File: src/design/ckad_pkg.sv
// Shared types and constants for the chroma key with despill block.
// No dependencies; used by every module of the block.
package ckad_pkg;

    typedef struct packed {
        logic [7:0] red;
        logic [7:0] green;
        logic [7:0] blue;
        logic [7:0] alpha;
    } pix_t;

    typedef struct packed {
        logic zero;
        logic one;
    } ramp_t;

    localparam int SUM_WIDTH = 18;
    localparam logic [SUM_WIDTH-1:0] NORM_DIVISOR = 18'd195075;
    localparam logic [15:0] SOFT_MIN = 16'd33;
    localparam logic [16:0] FACTOR_ONE = 17'd65536;
    localparam logic [16:0] EDGE_LIMIT = 17'd64881;
    localparam int QUOT_BITS = 16;

    localparam logic [2:0] REG_KEY_ENABLE = 3'd0;
    localparam logic [2:0] REG_KEY_RED = 3'd1;
    localparam logic [2:0] REG_KEY_GREEN = 3'd2;
    localparam logic [2:0] REG_KEY_BLUE = 3'd3;
    localparam logic [2:0] REG_TOLERANCE = 3'd4;
    localparam logic [2:0] REG_SOFTNESS = 3'd5;

endpackage

File: src/design/ckad_sqrt_cell.sv
// One bit of the normalized distance square root: trial subtract of the scaled square.
// Depends on ckad_pkg.
module ckad_sqrt_cell #(
    parameter int FRAC_BITS = 15,
    parameter int BIT_POS = 0
) (
    input  logic clk,
    input  logic rst_n,
    input  logic in_valid,
    output logic in_ready,
    input  logic [ckad_pkg::SUM_WIDTH+2*FRAC_BITS-1:0] rem_in,
    input  logic [ckad_pkg::SUM_WIDTH+FRAC_BITS:0] dd_in,
    input  logic [FRAC_BITS:0] root_in,
    input  ckad_pkg::pix_t pix_in,
    output logic out_valid,
    input  logic out_ready,
    output logic [ckad_pkg::SUM_WIDTH+2*FRAC_BITS-1:0] rem_out,
    output logic [ckad_pkg::SUM_WIDTH+FRAC_BITS:0] dd_out,
    output logic [FRAC_BITS:0] root_out,
    output ckad_pkg::pix_t pix_out
);
    localparam int RW = ckad_pkg::SUM_WIDTH + 2*FRAC_BITS;
    localparam int DW = ckad_pkg::SUM_WIDTH + FRAC_BITS + 1;
    localparam int TW = RW + 3;
    localparam int QW = FRAC_BITS + 1;

    logic valid_reg;
    logic [RW-1:0] rem_reg, rem_next;
    logic [DW-1:0] dd_reg, dd_next;
    logic [QW-1:0] root_reg, root_next;
    ckad_pkg::pix_t pix_reg;
    logic [TW-1:0] delta;
    logic take;

    assign in_ready = !valid_reg || out_ready;

    always_comb
    begin
        delta = (TW'(dd_in) << (BIT_POS + 1))
              + (TW'(ckad_pkg::NORM_DIVISOR) << (2*BIT_POS));
        take = delta <= TW'(rem_in);
        rem_next = take ? RW'(TW'(rem_in) - delta) : rem_in;
        dd_next = take ? dd_in + (DW'(ckad_pkg::NORM_DIVISOR) << BIT_POS) : dd_in;
        root_next = take ? (root_in | (QW'(1) << BIT_POS)) : root_in;
    end

    always_ff @(posedge clk or negedge rst_n)
    begin
        if (!rst_n)
        begin
            valid_reg <= 1'b0;
        end
        else if (in_ready)
        begin
            valid_reg <= in_valid;
        end
    end

    always_ff @(posedge clk)
    begin
        if (in_valid && in_ready)
        begin
            rem_reg <= rem_next;
            dd_reg <= dd_next;
            root_reg <= root_next;
            pix_reg <= pix_in;
        end
    end

    assign out_valid = valid_reg;
    assign rem_out = rem_reg;
    assign dd_out = dd_reg;
    assign root_out = root_reg;
    assign pix_out = pix_reg;
endmodule

File: config.mk
export PLATFORM = sky130hd
export DESIGN_NAME = ckad_sqrt_cell
export DESIGN_NICKNAME = d
export VERILOG_FILES = /design/src/design/ckad_pkg.sv /design/src/design/ckad_sqrt_cell.sv
export SDC_FILE = /design/constraint.sdc
export NUM_CORES = 1
export LEC_CHECK = 0
export BUFFER_PORTS_ARGS = -buffer_cell sky130_fd_sc_hd__buf_2
export CAP_MARGIN = 20
export CORE_ASPECT_RATIO = 0.8
export CORE_MARGIN = 8
export CORE_UTILIZATION = 48
export CTS_BUF_LIST = sky130_fd_sc_hd__clkbuf_4 sky130_fd_sc_hd__clkbuf_8
export CTS_CLUSTER_DIAMETER = 30
export DETAILED_ROUTE_END_ITERATION = 7
export MAX_ROUTING_LAYER = met4
export PLACE_DENSITY_LB_ADDON = 0.05
export SLEW_MARGIN = 5
export SYNTH_ARGS = -nofsm -noshare
export SYNTH_HDL_FRONTEND = slang
export SYNTH_SLANG_ARGS = --single-unit
File: constraint.sdc
create_clock -name clk -period 3.7 [get_ports clk]
set_clock_uncertainty 0.05 [all_clocks]
set_input_delay 0.74 -clock clk [delete_from_list [all_inputs] [get_ports clk]]
set_output_delay 0.74 -clock clk [all_outputs]
set_load 0.01 [all_outputs]
**Word level (Yosys, flattened, before mapping)**

Cells that the tools add are included.
Widths: inputs -> output; s select.

- Register bits after elaboration: 131
- Input port bits: 134
- Output and inout bits: 132
- Logic and storage cells: 18

- Add/sub/neg operators: 3
- Magnitude comparators: 1
- Muxes and demuxes: 2
- Reduce and logical (&&, ||, !) cells: 3

Operators by type and width:

| operator | count |
|---|---|
| $le 36x48->1 | 1 |
| $mux 48 | 1 |
| $sub 48x36->48 | 1 |
| $add 35x18->36 const B | 1 |
| $add 34x18->34 const B | 1 |
| $mux 34 | 1 |
| $logic_and 1x1->1 | 1 |
| $logic_not 1->1 | 1 |
| $logic_or 1x1->1 | 1 |

**Logic depth before layout (Yosys ltp)**

- Depth after elaboration: 3
- Mapped depth: 21
- Gate-level depth less buffers: 17

**Worst setup path before layout**

Ideal clock, no wire load.

- Path kind: input to register
- Start: input port dd_in[2] in the netlist's numbering
- End: register rem_reg[47], in the netlist rem_out[47] (data pin)
- Library setup time: 0.276 ns
- Arrival: 4.710 ns
- Setup slack: -1.336 ns
- Stages: 19
- Path buffers: 2
- Path through: clkbuf_1 -> and3_1 -> and3_1 -> o21a_1 -> or2_2 -> o21a_1 -> o211ai_1 -> nor2_1 -> xnor2_1 -> ha_1 -> clkbuf_1 -> nand2_1 -> or3_1 -> nor2_1 -> nand2_1 -> o21bai_1 -> a211o_1 -> a2111oi_1 -> xor2_1

- Cells in the longest elaborated chain, start to end: 3
- Elaborated cells between the ends (all ways): 4

Ends and longest elaborated chain:

| item | line | RTL |
|---|---|---|
| start, declared | ckad_sqrt_cell.sv:12 | `input logic [ckad_pkg::SUM_WIDTH+FRAC_BITS:0] dd_in,` |
| $add 35x18->36 * | ckad_sqrt_cell.sv:40 | `+ (TW'(ckad_pkg::NORM_DIVISOR) << (2*BIT_POS));` |
| $sub 48x36->48 / $le 36x48->1 (equally long branches) | ckad_sqrt_cell.sv:42, ckad_sqrt_cell.sv:41 |  |
| $mux 48 * | ckad_sqrt_cell.sv:42 | `rem_next = take ? RW'(TW'(rem_in) - delta) : rem_in;` |
| net rem_next[47] | ckad_sqrt_cell.sv:28 | `logic [RW-1:0] rem_reg, rem_next;` |
| end signal, assigned | ckad_sqrt_cell.sv:63 | `rem_reg <= rem_next;` |
| end, declared | ckad_sqrt_cell.sv:28 |  |

The timed path passes the listed nets; every way through them passes the cells marked *.
A chain may end at the register's enable or synchronous reset.

**Worst setup path in the final report**

- Start: input port dd_in[3] in the netlist's numbering
- End: register rem_reg[44], in the netlist rem_out[44] (data pin)

Same word-level chain as after synthesis.

==> results.txt <==
Outcome: finished, violations left
Violated checks: setup timing
Crit Path Category: primary input to flop
MaxCap Viol Count: 0
Fmax: 234.4 MHz
Post-Syn Nets: 952
Vias in the first global route: 7814
Worst Hold Class: primary input to flop
Reg-to-reg endpoint: pix_out[22]
Die Area: 21120 µm²
Final worst path period need: 4.267 ns
Initial core utilization: 0.4873
Hold_sp: root_in[7]
Remaining DRCs: 0
Post-synthesis sequential area ratio: 0.4902
Startpoint types: primary input
Initial antenna violation count: 4
First drt pass iteration count: 5
Maximum clock path buffer count: 2
Fraction of layout cells with a size suffix above 1: 0.5032
P_leak: 0.005332 µW
Placed cell count: 1437
Utilization after layout: 0.7545
Final worst slack: -0.5670 ns
Routed WL: 28330 µm
Row Count: 42
Worst R2R Setup Slack: 1.77 ns
Final period utilization: 1.153
Port buffer count: 265
Dpl ws: -1.142 ns
Seq cells post-synth: 131
GPL Wtd Cong: 0.9455
Post-DP HPWL: 21740 µm
Ys async rst share: 0.007634
Number of distinct library cells after synthesis: 57
Arrival time of the worst setup path: 4.42 ns
Final TNS setup: -40.36 ns
Destination of the critical timing path: rem_out[44]
GRT Util Overall: 0.2613
Die Y: 131.6 µm
Final setup viols: 83
Largest net degree at the start of global routing: 43
Synthesized instance count: 779
Mapped cell area: 8015 µm²
Clock Sinks: 131
Starting DRT DRC Count: 516
Area of the core: 16450 µm²
Pwr dens: 352.6 nW/µm²
Maximum vdd drop: 0.0002871 V
Worst slew margin: 0.6004
CP required: 3.85 ns
Max-slew violations: 0
Synth Area per Inst: 10.29 µm²
GRT overflow: 0
Crit. Startpoint: dd_in[3]
Antenna Nets Post-Route: 0
Hold Slack: 0.4041 ns
Skew-Pair Late Insertion Delay: 0.45 ns
Post-synth EDFFs: 130
Via density per instance: 5.347
Synth Warn #: 0
Area Overhead vs Synth: 54.84%
WL/cell: 18.99 µm
CP Capture Type: flop
RSZ-0062 raised after global routing: true
Post-Layout Cell Count: 1492
Reg2reg path depth: 3
Slew @ Worst Pin: 0.5993 ns
Clk slew on worst S/H paths: 0.08 ns
CTS buffer count: 17
Root Buffer: clkbuf_8
Final Hold Fails: 0
Clock H-tree levels: 4
Final nets: 1428
Ys flop type: edfxtp_1
CTS tree: built
RR Startpoint: out_valid
Die W: 160.5 µm
Global-route wire length before repair: 42810 µm
CP max FO: 6
I/O pin total: 266
Vias: 7977
-- registers in the layout (all words and copies together), names as in the netlist --
signal and cells:
dd_out 34, out_valid 1, pix_out 32, rem_out 48
root_out 16
-- cells by family after synthesis --
kind of cell	count (synthesis)	synth area share
simple gates	265	0.1608
buf+inv	52	0.02607
mux	1	0.001405
compound gates	181	0.1396
fa+ha+maj	39	0.06182
flops	131	0.4902
xor+xnor	110	0.1202
-- final cells by class --
class                      count  area (µm²)
multi-input combinational    596        4566
clock buffer                  18       241.5
fill                        1211        4038
antenna                        4       10.01
inverter                      16       60.06
tap                          220       275.3
sequential                   131        3929
clock inverter                14       116.4
timing repair buffer         493        3213
-- power breakdown --
part	switching [µW]	internal, µW
clock	651	490
sequential	26.7	1790
combinational	745	669
-- stage by stage --
step                cell area, µm²  total power [µW]
finish                       12410              4376
floorplan                     8243              2509
detailed placement           11270              3147
global route                 12410              4580
global placement             11270              3138
CTS                          11970              4325
-- repair_timing --
action | in CTS | in global routing
gates cloned | 0 | 1
endpoints found under the hold margin | 1 | 0
resized for setup | 66 | 64
pin swaps | 23 | 24
buffers inserted | 9 | 11
endpoints found under the setup margin | 83 | 83
hold buffers | 1 | 0
-- how the worst min path moves through the flow --
stage               cells after the start            to  slack (ns)
finish                                  1   root_out[7]        0.40
global route                            1   pix_out[15]        0.38
CTS                                     1  root_out[13]        0.39
detailed placement                      1     out_valid        0.47
global placement                        2     out_valid        0.46
floorplan                               0     out_valid        0.39
-- cells in the final DEF (no fill, tap or decap), types with 6 or more instances in the layout --
cell type,count
a21o_1,10
o211ai_1,11
inv_6,7
buf_2,261
ha_1,33
buf_6,10
o21a_1,6
edfxtp_1,130
a21oi_2,7
nor2b_1,11
nor2_1,66
nand3_1,15
and3_4,6
nor2_2,14
inv_1,16
nor3_1,14
a21oi_1,68
clkbuf_8,17
nand2_1,41
nand2_2,12
o21ai_0,21
and3_1,10
xor2_1,48
buf_4,211
nand4_1,16
nor3_2,7
xnor2_1,55
buf_12,8
-- metal layers --
layer | up-vias | global-route usage | share of wire
met1 | 3818 | 0.3411 | 0.44
met4 | 0 | 0.06425 | 0.018
met3 | 33 | 0.05524 | 0.068
met2 | 310 | 0.4095 | 0.47
li1 | 3816 | - | -
met5 | - | - | 0
-- cell usage after synthesis (8+ instances only) --
cell      count  share of area
nand2_1      55          0.026
nand4_1      16          0.012
nand3_1      21          0.013
ha_1         38          0.059
nor2b_1      12         0.0094
xnor2_1      59          0.064
nor3_1       24          0.015
inv_1        16         0.0075
or3_1         8         0.0062
nor2_1       83          0.039
xor2_1       51          0.056
a21o_1       10         0.0094
o21a_1        8         0.0075
and3_1       16          0.012
a21oi_1      78          0.049
o21ai_0      30          0.019
edfxtp_1    130           0.49
o211ai_1     11          0.010
clkbuf_1     28          0.013
-- worst max-delay path: stages --
cell and delay, ns:
buf_6 0.09, and3_4 0.17, and3_4 0.18, o21a_1 0.18, or2_4 0.24, o21a_4 0.22
o21ai_4 0.24, nor2_4 0.06, xnor2_2 0.13, ha_1 0.31, a21o_1 0.19, a21oi_2 0.13
nor2_2 0.06, or3_4 0.36, nor4_4 0.41, and2_4 0.25, buf_8 0.15, nor2_2 0.05
mux2_4 0.25
Power figures use the tool's default switching activity.
