`config.mk`:
```
export PLATFORM = sky130hd
export DESIGN_NAME = ckad_div_cell
export DESIGN_NICKNAME = d
export VERILOG_FILES = /design/src/design/ckad_pkg.sv /design/src/design/ckad_div_cell.sv
export SDC_FILE = /design/constraint.sdc
export NUM_CORES = 1
export LEC_CHECK = 0
export BUFFER_PORTS_ARGS = -buffer_cell sky130_fd_sc_hd__clkbuf_2
export CAP_MARGIN = 20
export CORE_MARGIN = 2
export CORE_UTILIZATION = 40
export DETAILED_ROUTE_END_ITERATION = 16
export PLACE_DENSITY = 0.74
export SLEW_MARGIN = 20
export SYNTH_ARGS = -nofsm -noshare
export SYNTH_HDL_FRONTEND = slang
export SYNTH_SLANG_ARGS = --single-unit
```
`constraint.sdc`:
```
create_clock -name clk -period 2.45 [get_ports clk]
set_input_delay 0.3675 -clock clk [delete_from_list [all_inputs] [get_ports clk]]
set_output_delay 0.3675 -clock clk [all_outputs]
set_load 0.02 [all_outputs]
```
`src/design/ckad_pkg.sv`:
```
// Shared types and constants for the chroma key with despill block.
// No dependencies; used by every module of the block.
package ckad_pkg;

    typedef struct packed {
        logic [7:0] red;
        logic [7:0] green;
        logic [7:0] blue;
        logic [7:0] alpha;
    } pix_t;

    typedef struct packed {
        logic zero;
        logic one;
    } ramp_t;

    localparam int SUM_WIDTH = 18;
    localparam logic [SUM_WIDTH-1:0] NORM_DIVISOR = 18'd195075;
    localparam logic [15:0] SOFT_MIN = 16'd33;
    localparam logic [16:0] FACTOR_ONE = 17'd65536;
    localparam logic [16:0] EDGE_LIMIT = 17'd64881;
    localparam int QUOT_BITS = 16;

    localparam logic [2:0] REG_KEY_ENABLE = 3'd0;
    localparam logic [2:0] REG_KEY_RED = 3'd1;
    localparam logic [2:0] REG_KEY_GREEN = 3'd2;
    localparam logic [2:0] REG_KEY_BLUE = 3'd3;
    localparam logic [2:0] REG_TOLERANCE = 3'd4;
    localparam logic [2:0] REG_SOFTNESS = 3'd5;

endpackage

```
`src/design/ckad_div_cell.sv`:
```
// One quotient bit of the alpha ramp division: restoring shift-subtract by the softness.
// Depends on ckad_pkg.
module ckad_div_cell (
    input  logic clk,
    input  logic rst_n,
    input  logic [15:0] divisor,
    input  logic in_valid,
    output logic in_ready,
    input  logic [15:0] rem_in,
    input  logic [15:0] quot_in,
    input  ckad_pkg::ramp_t ramp_in,
    input  ckad_pkg::pix_t pix_in,
    output logic out_valid,
    input  logic out_ready,
    output logic [15:0] rem_out,
    output logic [15:0] quot_out,
    output ckad_pkg::ramp_t ramp_out,
    output ckad_pkg::pix_t pix_out
);
    logic valid_reg;
    logic [15:0] rem_reg, rem_next;
    logic [15:0] quot_reg, quot_next;
    ckad_pkg::ramp_t ramp_reg;
    ckad_pkg::pix_t pix_reg;
    logic [16:0] trial;
    logic take;

    assign in_ready = !valid_reg || out_ready;

    always_comb
    begin
        trial = {rem_in, 1'b0};
        take = trial >= {1'b0, divisor};
        rem_next = take ? 16'(trial - {1'b0, divisor}) : trial[15:0];
        quot_next = {quot_in[14:0], take};
    end

    always_ff @(posedge clk or negedge rst_n)
    begin
        if (!rst_n)
        begin
            valid_reg <= 1'b0;
        end
        else if (in_ready)
        begin
            valid_reg <= in_valid;
        end
    end

    always_ff @(posedge clk)
    begin
        if (in_valid && in_ready)
        begin
            rem_reg <= rem_next;
            quot_reg <= quot_next;
            ramp_reg <= ramp_in;
            pix_reg <= pix_in;
        end
    end

    assign out_valid = valid_reg;
    assign rem_out = rem_reg;
    assign quot_out = quot_reg;
    assign ramp_out = ramp_reg;
    assign pix_out = pix_reg;
endmodule

```
**Yosys cells after proc, flatten, opt, wreduce, memory -nomap -nowiden**

Index checks and enable logic that the tools add are counted.

- Bits in registers: 67
- Output and inout bits: 68
- Input port bits: 86
- Logic and storage cells: 16

- Add/subtract/negate cells: 1
- Reductions and logical operators: 3
- Magnitude comparators: 1
- Multiplexer cells: 1

Operators with widths:

| operator | count |
|---|---|
| $ge 17x16->1 | 1 |
| $mux 16 | 1 |
| $sub 16x16->16 | 1 |
| $logic_and 1x1->1 | 1 |
| $logic_not 1->1 | 1 |
| $logic_or 1x1->1 | 1 |

**Longest topological paths before layout**

Gate-level depths: netlist of the first run.

- Depth after elaboration: 3
- Mapped depth: 12
- Depth with buffers taken out: 9

**Least setup slack after synthesis of the first run**

Ideal clock, no wire load.

- Kind: register -> register
- Start: register valid_reg, in the netlist out_valid
- End: register pix_reg (netlist bit pix_out[0]) (enable)
- Path slack: -277 ps
- Stages on the path, launching flop included: 3
- Arrival: 2296 ps
- Data required time: 2019 ps
- Period minus slack after synthesis: 2727 ps
- Library setup time: 431 ps
- Buffers on the path: 0
- Path through: dfrtp_1 > nand2b_1 > and2_1

- Cells in the longest elaborated chain, start to end: 3

Ends and longest elaborated chain:

| item | RTL line | text |
|---|---|---|
| from (decl) | ckad_div_cell.sv:20 | `logic valid_reg;` |
| from (signal assigned) | ckad_div_cell.sv:46 | `valid_reg <= in_valid;` |
| $logic_not 1->1 | ckad_div_cell.sv:28 | `assign in_ready = !valid_reg \|\| out_ready;` |
| $logic_or 1x1->1 | ckad_div_cell.sv:28 |  |
| via in_ready | ckad_div_cell.sv:8 | `output logic in_ready,` |
| $logic_and 1x1->1 | ckad_div_cell.sv:52 | `if (in_valid && in_ready)` |
| to (signal assigned) | ckad_div_cell.sv:57 | `pix_reg <= pix_in;` |
| to (decl) | ckad_div_cell.sv:24 | `ckad_pkg::pix_t pix_reg;` |

The timed path passes the listed nets, and every way through them passes these cells.
A chain may end at the register's enable or synchronous reset.

**Final worst setup path of the first run**

- Start: input divisor[1]
- End: register rem_reg[12], in the netlist rem_out[12], data pin

- Cells in the longest elaborated chain, start to end: 2
- Elaborated cells between the ends (all ways): 3
- Those cells by class: add/sub: 1; order compare: 1; mux: 1

Ends and longest elaborated chain:

| item | RTL line | text |
|---|---|---|
| from (decl) | ckad_div_cell.sv:6 | `input logic [15:0] divisor,` |
| $sub 16x16->16 or $ge 17x16->1 (tied branches) | ckad_div_cell.sv:34, ckad_div_cell.sv:33 |  |
| $mux 16 (*) | ckad_div_cell.sv:34 | `rem_next = take ? 16'(trial - {1'b0, divisor}) : trial[15:0];` |
| via rem_next[12] | ckad_div_cell.sv:21 | `logic [15:0] rem_reg, rem_next;` |
| to (signal assigned) | ckad_div_cell.sv:54 | `rem_reg <= rem_next;` |
| to (decl) | ckad_div_cell.sv:21 |  |

Mark *: on every way through the listed nets, which the timed path passes. The rest lies on a longest branch.

==> run metrics, run 1 <==
status=finished clean; Routed Antenna Nets=0; setup violators final=0; Synth warnings=0; crit path capture=rem_out[12]; Yosys reg bits=67; top_reg_cell synth=edfxtp_1; Die H=between 90 and 100 um; flop2flop setup slack=1.04 ns; Placed Cells=about 500; CTS Sinks=67; hpwl dp=between 5000 and 6000 um; fmax=around 450 MHz; row count=32; Hold Path Class=input pin to flop; Fin Hold WS=between 0.2 and 0.25 ns; io pins=around 150; diode count=0; register area=around 0.002 sq mm; Yosys cell types=47; first-pass GRT wire length=11400 um; Slew HR=roughly 70%; Post-Route Setup TNS=0 ns; Reg2Reg Depth=3; met3 wire length=about 570 um; Nets=about 520; port bufs=152; Placer Congestion=0.843; Hold Vio Cnt, Final=0; Compound-Gate Fraction of Synth Area=12.4%; WL final=7390 um; synthesized cell area=roughly 0.0031 sq mm; P per Cell Area=~650 mW/mm^2; clk_lat worst skew=between 0.3 and 0.4 ns; r2r startpoint=out_valid; critical path peak fanout=5; Max Transition Viols Final=0; Pre-Repair DR Iteration Count=4; GRT overflow=0; met2 routed WL=approximately 3800 um; Num CTS Buffers=9; area of the multi-input gates=around 0.0010 sq mm; drc violations=0; Starting DRT DRC Count=102; largest family of logic cells by synthesized area=compound AO/OA/AOI/OAI gates; Clock Skew=0.0128 ns; worst vdd ir=289 uV; crit path kind=input pin to flop; core area=roughly 0.0077 sq mm; worst endpoint required time=2.53 ns; Vias=~2.5k; CP Launch Point=divisor[1]; crit share post-route=roughly nine tenths; Area growth, synth to finish=41.3%; Synth Net Count=327; initial antenna violation count=0; Post-Synth Simple-Gate Area=7.03%; crit path capture type=flop; cell depth of the worst setup path=10; Adder-Cell Fraction of Synth Area=under 10%; Crit-path slowest cell=a221o_1; H-tree depth=3; Tot GR Track Use=between 15 and 20%; sequential area share after synthesis=~64%; Tmin final=about 2.2 ns; Max Used Layer=met4; CP Cell Sequence=clkbuf_2 -> inv_1 -> ha_1 -> nor2b_1 -> o211ai_2 -> a31oi_2 -> o21a_1 -> a221o_1 -> buf_4 -> mux2_4; Initial Util=41.0%; largest net degree at the start of global routing=34; CTS resizes=0; RSZ-0062 raised after global routing=no; crit path buf inv count=3; post-synthesis mux area share=2.70%; via count of the first global-routing pass=2412; number of fill cells in the layout=689; Leak Pwr=about 2.1 nW; Clock Path Buffers=2; Synth Area in XOR/XNOR=3.06%; Vias/cell=approximately 4.8; Post-synth EDFFs=between 60 and 70; Max-Cap Viols=0; synthesized area per cell=about 14 sq um; M1 WL=between 2000 and 3000 um; share of layout cells above drive strength 1=between 50% and 60%; async set-reset flop share out of synthesis=around 1.5%; CP max stage delay=0.37 ns; Die W=92.7 um; Worst Path Arrival=~2.3 ns; Post-Synthesis Cells=224; TritonCTS clock tree=yes; Worst Max-Slew Pin Slew=0.445 ns; CP Launch Type=input pin; Post-Layout Cell Count=520; Die ar.=0.00860 sq mm; Clk pin slew, worst setup/hold paths=~0.08 ns; reg2reg end=ramp_out[1]; CTS root buf=clkbuf_8; wire per inst=between 10 and 15 um; Crit path max-delay family=compound AO/OA/AOI/OAI gates
## flip-flops by register name (all words and copies together) (netlist names)
register,flops
ramp_out,2
pix_out,32
rem_out,16
quot_out,16
out_valid,1
## synth_stat cells (3+ instances only)
| cell | instances | area, sq um |
|---|---|---|
| edfxtp_1 | 66 | 1980 |
| inv_1 | 21 | 78.8 |
| nor2_1 | 17 | 63.8 |
| ha_1 | 16 | 200 |
| a21oi_1 | 14 | 70.1 |
| a21o_1 | 9 | 67.6 |
| nand2_1 | 7 | 26.3 |
| xnor2_1 | 6 | 52.6 |
| mux2_4 | 5 | 75.1 |
| nor3_1 | 5 | 25.0 |
| xor2_1 | 5 | 43.8 |
| o21ai_0 | 4 | 20.0 |
| clkbuf_1 | 3 | 11.3 |
| nand2b_1 | 3 | 18.8 |
| nor2b_1 | 3 | 18.8 |
## worst register-to-register path, delay by kind of cell (launching register included)
family	cells	cell delay [ns]
flops	1	0.38
buf+inv	1	0.39
simple gates	2	0.28
## area by class of cell
class                           instances  area share [%]
Multi-Input combinational cell        130            22.8
Inverter                               21            1.77
Tap cell                              102            2.87
Timing Repair Buffer                  184            23.1
Sequential cell                        67            45.1
Clock inverter                          7            1.52
Clock buffer                            9            2.78
## metrics by stage
stage | util (%) | instance area [sq um] | setup slack [ns] | power [W]
global route | 57.9 | 4450 | 0.105 | 0.00305
detailed placement | 55.3 | 4250 | -0.135 | 0.00205
finish | 57.9 | 4450 | 0.216 | 0.00291
CTS | 57.9 | 4450 | 0.228 | 0.00295
global placement | 55.3 | 4250 | -0.0922 | 0.00203
floorplan | - | 3150 | 0.122 | 0.00179
## placed cells by master (no fill, tap or decap), types with 6 or more instances in the layout
cell type / Yosys / layout
a21o_1: 9 / 9
a21oi_1: 14 / 14
buf_4: 0 / 29
clkbuf_2: 0 / 152
clkbuf_8: 0 / 9
edfxtp_1: 66 / 66
ha_1: 16 / 16
inv_1: 21 / 21
nand2_1: 7 / 7
nor2_1: 17 / 17
xnor2_1: 6 / 6
## cells by family (layout without fill, tap and decap cells)
kind of cell / count (synthesis) / count (layout)
muxes: 6 / 6
buffers and inverters: 27 / 221
adders and majority gates: 17 / 17
and+or+nand+nor: 46 / 46
AOI/OAI and AO/OA: 50 / 50
DFF: 67 / 67
xor gates and xnor gates: 11 / 11
## power breakdown
part / switching (W) / internal (W)
registers: 0.0000193 / 0.00136
logic: 0.000346 / 0.000295
clock network: 0.000423 / 0.000467
total: 0.000789 / 0.00212
## how the worst min path moves through the flow
stage                     startpoint  cells after the start  slack (ns)           to
after floorplan                rst_n                      0        0.07    out_valid
after global placement         rst_n                      1        0.14    out_valid
after detailed placement       rst_n                      1        0.14    out_valid
after CTS                 pix_in[30]                      1        0.18  pix_out[30]
after global routing      ramp_in[1]                      1        0.19  ramp_out[1]
final                     pix_in[30]                      1        0.20  pix_out[30]
## timing repair
action | in CTS | in global routing
hold endpoints to repair | 1 | 0
setup buffers | 0 | 0
hold buffers | 1 | 0
## per-layer routing
metal,GRT usage (%),vias up
li1,-,1212
met1,19.2,1160
met2,31.8,99
met3,4.48,9
met4,7.84,0
met5,0,-
(Power assumes the default switching activity.)
==> run 2: changes to the inputs <==
--- a/config.mk
+++ b/config.mk
@@ -5,12 +5,13 @@
 export SDC_FILE = /design/constraint.sdc
 export NUM_CORES = 1
 export LEC_CHECK = 0
-export BUFFER_PORTS_ARGS = -buffer_cell sky130_fd_sc_hd__clkbuf_2
+export ABC_AREA = 1
+export BUFFER_PORTS_ARGS = -buffer_cell sky130_fd_sc_hd__buf_4
 export CAP_MARGIN = 20
 export CORE_MARGIN = 2
 export CORE_UTILIZATION = 40
 export DETAILED_ROUTE_END_ITERATION = 16
-export PLACE_DENSITY = 0.74
+export PLACE_DENSITY = 0.73
 export SLEW_MARGIN = 20
 export SYNTH_ARGS = -nofsm -noshare
 export SYNTH_HDL_FRONTEND = slang
==> run metrics, run 2 <==
status=finished clean; Vias/cell=4.57 (-4.3%); Adder-Cell Fraction of Synth Area=6.57% (-0.43 points); Hold Path Depth=1 (unchanged); P per Cell Area=662 mW/mm^2 (+1.1%); Largest register FFs=32 (unchanged); Yosys cell types=25 (-47%); Area growth, synth to finish=46.3%; Reg2Reg Depth=2 (-1); Clock Path Buffers=2 (unchanged); overall power=0.00325 W (+11%); most frequent cells in the layout=152 x buf_4, 108 x nand2_1, 66 x edfxtp_1, 57 x inv_1; Post-Route Setup TNS=0 ns (unchanged); final core utilization=60.0% (+2.1 points); row count=33 (+3.1%); Yosys top cell by area=edfxtp_1; core area=0.00818 sq mm (+6.3%); crit path capture type=flop; global routing usage on met2=32.8% (+1.1 points); crit path kind=input pin to flop; Synth Area in XOR/XNOR=1.83% (-1.2 points); Post-Synthesis Cells=332 (+48%); Post-synth top cells=108 x nand2_1, 66 x edfxtp_1, 57 x inv_1, 16 x ha_1, 16 x nand3_1; CTS Sinks=67 (unchanged); Die ar.=0.00913 sq mm (+6.2%); diode count=0 (unchanged); Flop pwr share=42.5% (-4.9 points); fmax=535 MHz (+19%); sequential area share after synthesis=59.9% (-3.9 points); synthesized cell area=0.00335 sq mm (+6.5%); clk_lat worst skew=0.33 ns (about the same); Clock Skew=0.00829 ns (-0.00449 ns); Yosys reg bits=67 (unchanged); met1 usage=19.5% (+0.25 points); Worst Max-Slew Pin Slew=0.383 ns (-0.0619 ns); worst vdd ir=335 uV (+16%); register area=0.00201 sq mm (unchanged); Initial Util=41.0% (+0.049 points); Placer Congestion=0.854 (+1.3%); Tmin final=1.87 ns (-0.364 ns); first-pass GRT wire length=12300 um (+7.7%); critical path peak fanout=18 (+13); CTS resizes=0 (unchanged); Max Transition Viols Final=0 (unchanged); RSZ-0062 raised after global routing=no; Synth Net Count=435 (+33%); Hold Path Class=input pin to flop; Logic pwr share=20.5% (-1.5 points); Compound-Gate Fraction of Synth Area=1.79% (-11 points); Nets=597 (+16%); Slew HR=74.4% (+4.1 points); crit share post-route=76.4% (-15 points); largest net degree at the start of global routing=59 (+74%); via count of the first global-routing pass=2648 (+9.8%); Starting DRT DRC Count=55 (-46%); Post-Synth Simple-Gate Area=22.6% (+16 points); Pre-Repair DR Iteration Count=4 (unchanged); Die W=95.6 um (+3.1%); number of fill cells in the layout=716 (+3.9%); Clk pin slew, worst setup/hold paths=0.08 ns (about the same); CP Launch Type=input pin; top_reg_cell synth=edfxtp_1; largest family of logic cells by synthesized area=simple AND/OR/NAND/NOR gates; P_int=0.00243 W (+15%); Num CTS Buffers=9 (unchanged); io pins=154 (unchanged); Routed Antenna Nets=0 (unchanged); Worst Path Arrival=1.96 ns (-0.36 ns); synthesized area per cell=10.1 sq um (-28%); initial antenna violation count=0 (unchanged); post-synth top area share=59.1% (-3.8 points); drc violations=0 (unchanged); Post-synth EDFFs=66 (unchanged); TritonCTS clock tree=yes; Switching Power=0.000814 W (+3.2%); WL final=8320 um (+13%); top cells by area, synth=edfxtp_1 59%, nand2_1 12%, inv_1 6.4%, ha_1 6.0%, nand3_1 2.4%; H-tree depth=3 (unchanged); CTS root buf=clkbuf_8; Leak Pwr=2.40 nW (+14%); most frequent cell after synthesis=nand2_1; Hold Vio Cnt, Final=0 (unchanged); Die H=95.6 um (+3.1%); wire per inst=13.8 um (-3.0%); setup violators final=0 (unchanged); commonest non-fill, non-tap cell in the layout=buf_4; worst endpoint required time=2.54 ns (about the same); GRT overflow=0 (unchanged); met3 usage=5.53% (+1.1 points); hpwl dp=6600 um (+13%); Synth warnings=0 (unchanged); Max-Cap Viols=0 (unchanged); async set-reset flop share out of synthesis=1.49% (unchanged); clock power share=36.9% (+6.3 points); share of layout cells above drive strength 1=38.3% (-13 points); switching share of power=25.1% (-2.0 points); Vias=2758 (+11%); area of the multi-input gates=0.00111 sq mm (+9.2%); GRT Max-Usage Layer=met2; post-synthesis mux area share=0% (-2.7 points); port bufs=152 (unchanged); Tot GR Track Use=17.9% (+0.44 points)
[run 2: cell count changes after synthesis, moves of 4 or more]
cell     change
a21o_1       -9
inv_1       +36
mux2_4       -5
nand2_1    +101
nand2_2     +11
nand3_1     +14
nand4_1      +4
nor2_1       -8
nor2_2       +6
nor3_1       -4
xnor2_1      -4
[run 2: cell families after synthesis]
| logic type | after synthesis |
|---|---|
| AND/OR/NAND/NOR | 168 |
| flip-flops | 67 |
| AO/OA/AOI/OAI | 12 |
| adder cells (fa/ha/maj) | 17 |
| buffers and inverters | 61 |
| XOR/XNOR | 7 |
[run 2: worst paths after layout]
| kind | startpoint | end | slack, ns |
|---|---|---|---|
| worst max-delay path | rem_in[11] | rem_out[8] | 0.58 |
| worst min-delay path | pix_in[14] | pix_out[14] | 0.20 |
| worst max register to register | out_valid | rem_out[6] | 0.94 |
| worst min register to register | out_valid | out_valid | 0.64 |
| max in group asynchronous | rst_n | out_valid | 2.00 |
| min in group asynchronous | rst_n | out_valid | 0.36 |
[run 2: repair_timing]
item                       CTS  global route
hold endpoints to repair     1             0
setup endpoints to repair    0             0
setup buffers                0             0
hold buffers                 1             0
[run 2: critical path, stage by stage]
cell and delay [ns]:
buf_4 0.12, ha_1 0.40, nand2_1 0.13, nor2_1 0.19
and2_1 0.17, nand2_2 0.07, nand2_4 0.20, inv_4 0.15
nand2_1 0.09, nand2_1 0.06
[run 2: layout make-up]
type / count / area share, %
sequential: 67 / 40.9
timing repair buffer: 154 / 23.9
multi-input combinational: 204 / 22.6
inverter: 58 / 4.49
clock inverter: 6 / 2.81
tap: 105 / 2.68
clock buffer: 10 / 2.60
[run 2: metal layers]
layer,up-vias,routed length [um]
li1,1397,-
met1,1236,3230
met3,14,692
met5,-,0
met2,111,4240
met4,0,156
[run 2: through the flow]
stage	hold WS, ns	area [sq um]	instances	setup slack, ns
after floorplan	0.0719	3360	332	0.396
after global placement	0.143	4630	587	0.240
after detailed placement	0.150	4630	587	0.217
after CTS	0.183	4900	604	0.593
after global routing	0.176	4900	604	0.412
final	0.203	4900	604	0.579
[run 2: power groups by stage]
stage               Combinational, W  Clock [W]  Sequential [W]
finish                      0.000666    0.00120         0.00138
global route                0.000738    0.00127         0.00139
CTS                         0.000675    0.00123         0.00138
detailed placement          0.000671          0         0.00141
global placement            0.000659          0         0.00140
floorplan                   0.000283          0         0.00150
==> run 3: changes to the inputs <==
--- a/config.mk
+++ b/config.mk
@@ -11,7 +11,7 @@
 export CORE_MARGIN = 2
 export CORE_UTILIZATION = 40
 export DETAILED_ROUTE_END_ITERATION = 16
-export PLACE_DENSITY = 0.73
+export PLACE_DENSITY = 0.7
 export SLEW_MARGIN = 20
 export SYNTH_ARGS = -nofsm -noshare
 export SYNTH_HDL_FRONTEND = slang
==> constraint.sdc (replaced) <==
create_clock -name clk -period 1.9 [get_ports clk]
set_input_delay 0.285 -clock clk [delete_from_list [all_inputs] [get_ports clk]]
set_output_delay 0.285 -clock clk [all_outputs]
set_load 0.02 [all_outputs]
==> run metrics, run 3 (synthesis gave the netlist of run 2 again) <==
P per Cell Area=788 mW/mm^2 (+19%); CTS Sinks=67 (unchanged); GRT overflow=0 (unchanged); Worst Max-Slew Pin Slew=0.301 ns (-0.0826 ns); commonest non-fill, non-tap cell in the layout=buf_4; status=finished clean; Num CTS Buffers=9 (unchanged); Clock Skew=0.00904 ns (+0.000746 ns); number of fill cells in the layout=716 (unchanged); Tmin final=1.66 ns; Starting DRT DRC Count=53 (-3.6%); via count of the first global-routing pass=2826 (+6.7%); Post-Layout Cell Count=631 (+4.5%); TritonCTS clock tree=yes; min-delay src=pix_in[18]; worst vdd ir=381 uV (+14%); Worst Path Arrival=1.74 ns (-0.22 ns); diode count=0 (unchanged); Die W=95.6 um (unchanged); overall power=0.00400 W (+23%); CTS resizes=0 (unchanged); drc violations=0 (unchanged); Area growth, synth to finish=51.3%; Placed Cells=614 (+4.6%); most frequent cells in the layout=178 x buf_4, 108 x nand2_1, 66 x edfxtp_1, 57 x inv_1; Largest register FFs=32 (unchanged); register area=0.00201 sq mm (about the same); hpwl dp=6980 um (+5.8%); crit path kind=input pin to flop; Hold Vio Cnt, Final=0 (unchanged); Reg2Reg Depth=2 (unchanged); crit path capture=rem_out[9]; share of layout cells above drive strength 1=41.6% (+3.4 points); crit path capture type=flop; first-pass GRT wire length=13000 um (+5.8%); flop2flop setup slack=0.66 ns (-0.28 ns); Nets=624 (+4.5%); fmax=about 600 MHz; Tot GR Track Use=18.8% (+0.88 points); Pre-Repair DR Iteration Count=4 (unchanged); Placer Congestion=0.874 (+2.4%); Clk pin slew, worst setup/hold paths=0.08 ns (about the same); Slew HR=80.0% (+5.6 points); Vias=2895 (+5.0%); area of the multi-input gates=0.00111 sq mm (unchanged); r2r startpoint=out_valid; Hold Path Class=input pin to flop; Initial Util=41.0% (unchanged); CTS root buf=clkbuf_8; largest net degree at the start of global routing=59 (unchanged); CP Launch Point=rem_in[10]; RSZ-0062 raised after global routing=no; final core utilization=62.1% (+2.1 points); CP Cell Sequence=buf_4 -> ha_1 -> nand2_1 -> nor2_1 -> and2_1 -> nand2_2 -> nand2_4 -> inv_4 -> nand2_1 -> nand2_1; setup violators final=0 (unchanged); initial antenna violation count=0 (unchanged); crit share post-route=between 80% and 90%; wire per inst=13.6 um (-1.0%); io pins=154 (unchanged); Clock Path Buffers=2 (unchanged); Die ar.=0.00913 sq mm (unchanged); CP dominant cell by count=nand2_1; CP Launch Type=input pin; worst endpoint required time=1.98 ns (-0.56 ns); Die H=95.6 um (unchanged); CP max stage delay=0.37 ns (-0.03 ns); Hold Path Depth=1 (unchanged); Fin Hold WS=0.131 ns (-0.0717 ns); Crit-path slowest cell=ha_1; row count=33 (unchanged); Max Transition Viols Final=0 (unchanged); Vias/cell=4.59 (+0.48%); clk_lat worst skew=0.32 ns (about the same); WL final=8600 um (+3.4%); core area=0.00818 sq mm (unchanged); Routed Antenna Nets=0 (unchanged); Leak Pwr=2.51 nW (+4.6%); port bufs=152 (unchanged); reg2reg end=quot_out[7]; H-tree depth=3 (unchanged); Max-Cap Viols=0 (unchanged); Post-Route Setup TNS=0 ns (unchanged); critical path peak fanout=15 (-3)
==> run 3: changes by cell type in the layout (fill, tap and decap cells not counted) <==
| cell | change |
|---|---|
| clkinv_2 | +1 |
| buf_12 | +1 |
| dfrtp_2 | +1 |
| clkinvlp_4 | +1 |
| buf_4 | +26 |
| dfrtp_1 | -1 |
| bufinv_16 | -2 |
==> run 3: cell type report <==
type / instances / share of cell area (%)
multi-input cells: 204 / 21.9
flip-flops and latches: 67 / 39.6
clock inverters: 6 / 1.78
inverters: 58 / 4.34
clock buffers: 10 / 2.52
repair buffers: 181 / 27.3
well taps: 105 / 2.59
==> run 3: where the power goes <==
part | total [W] | switching (W) | internal (W)
logic | 0.000944 | 0.000503 | 0.000441
clock network | 0.00127 | 0.000532 | 0.000742
registers | 0.00178 | 0.0000283 | 0.00175
total | 0.00400 | 0.00106 | 0.00294
==> run 3: worst min path at each step <==
stage	to
after global placement	out_valid
after floorplan	out_valid
final	pix_out[18]
after global routing	quot_out[1]
after CTS	pix_out[18]
after detailed placement	out_valid
==> run 3: repair_timing <==
item / 4_1_cts / 5_1_grt
setup endpoints to repair: 0 / 0
endpoints found under the hold margin: 1 / 0
hold buffers: 1 / 0
buffers inserted: 0 / 0
==> run 3: metrics by stage <==
step / area [sq um] / setup WS [ns]
2_1_floorplan: 3370 / -0.130
3_3_place_gp: 4850 / -0.0331
3_5_place_dp: 4850 / -0.0976
4_1_cts: 5070 / 0.263
5_1_grt: 5070 / 0.120
6_report: 5070 / 0.244
==> run 3: routing by layer <==
metal	global-route usage (%)	part of all wire, %
met5	0	0
met4	6.43	1.2
met2	34.4	51
met3	6.01	8.9
met1	20.3	39
==> run 3: critical path: cells and delay by family <==
| kind | cells | cell delay [ns] |
|---|---|---|
| adder cells (fa/ha/maj) | 1 | 0.37 |
| buffers and inverters | 2 | 0.22 |
| AND/OR/NAND/NOR | 7 | 0.85 |
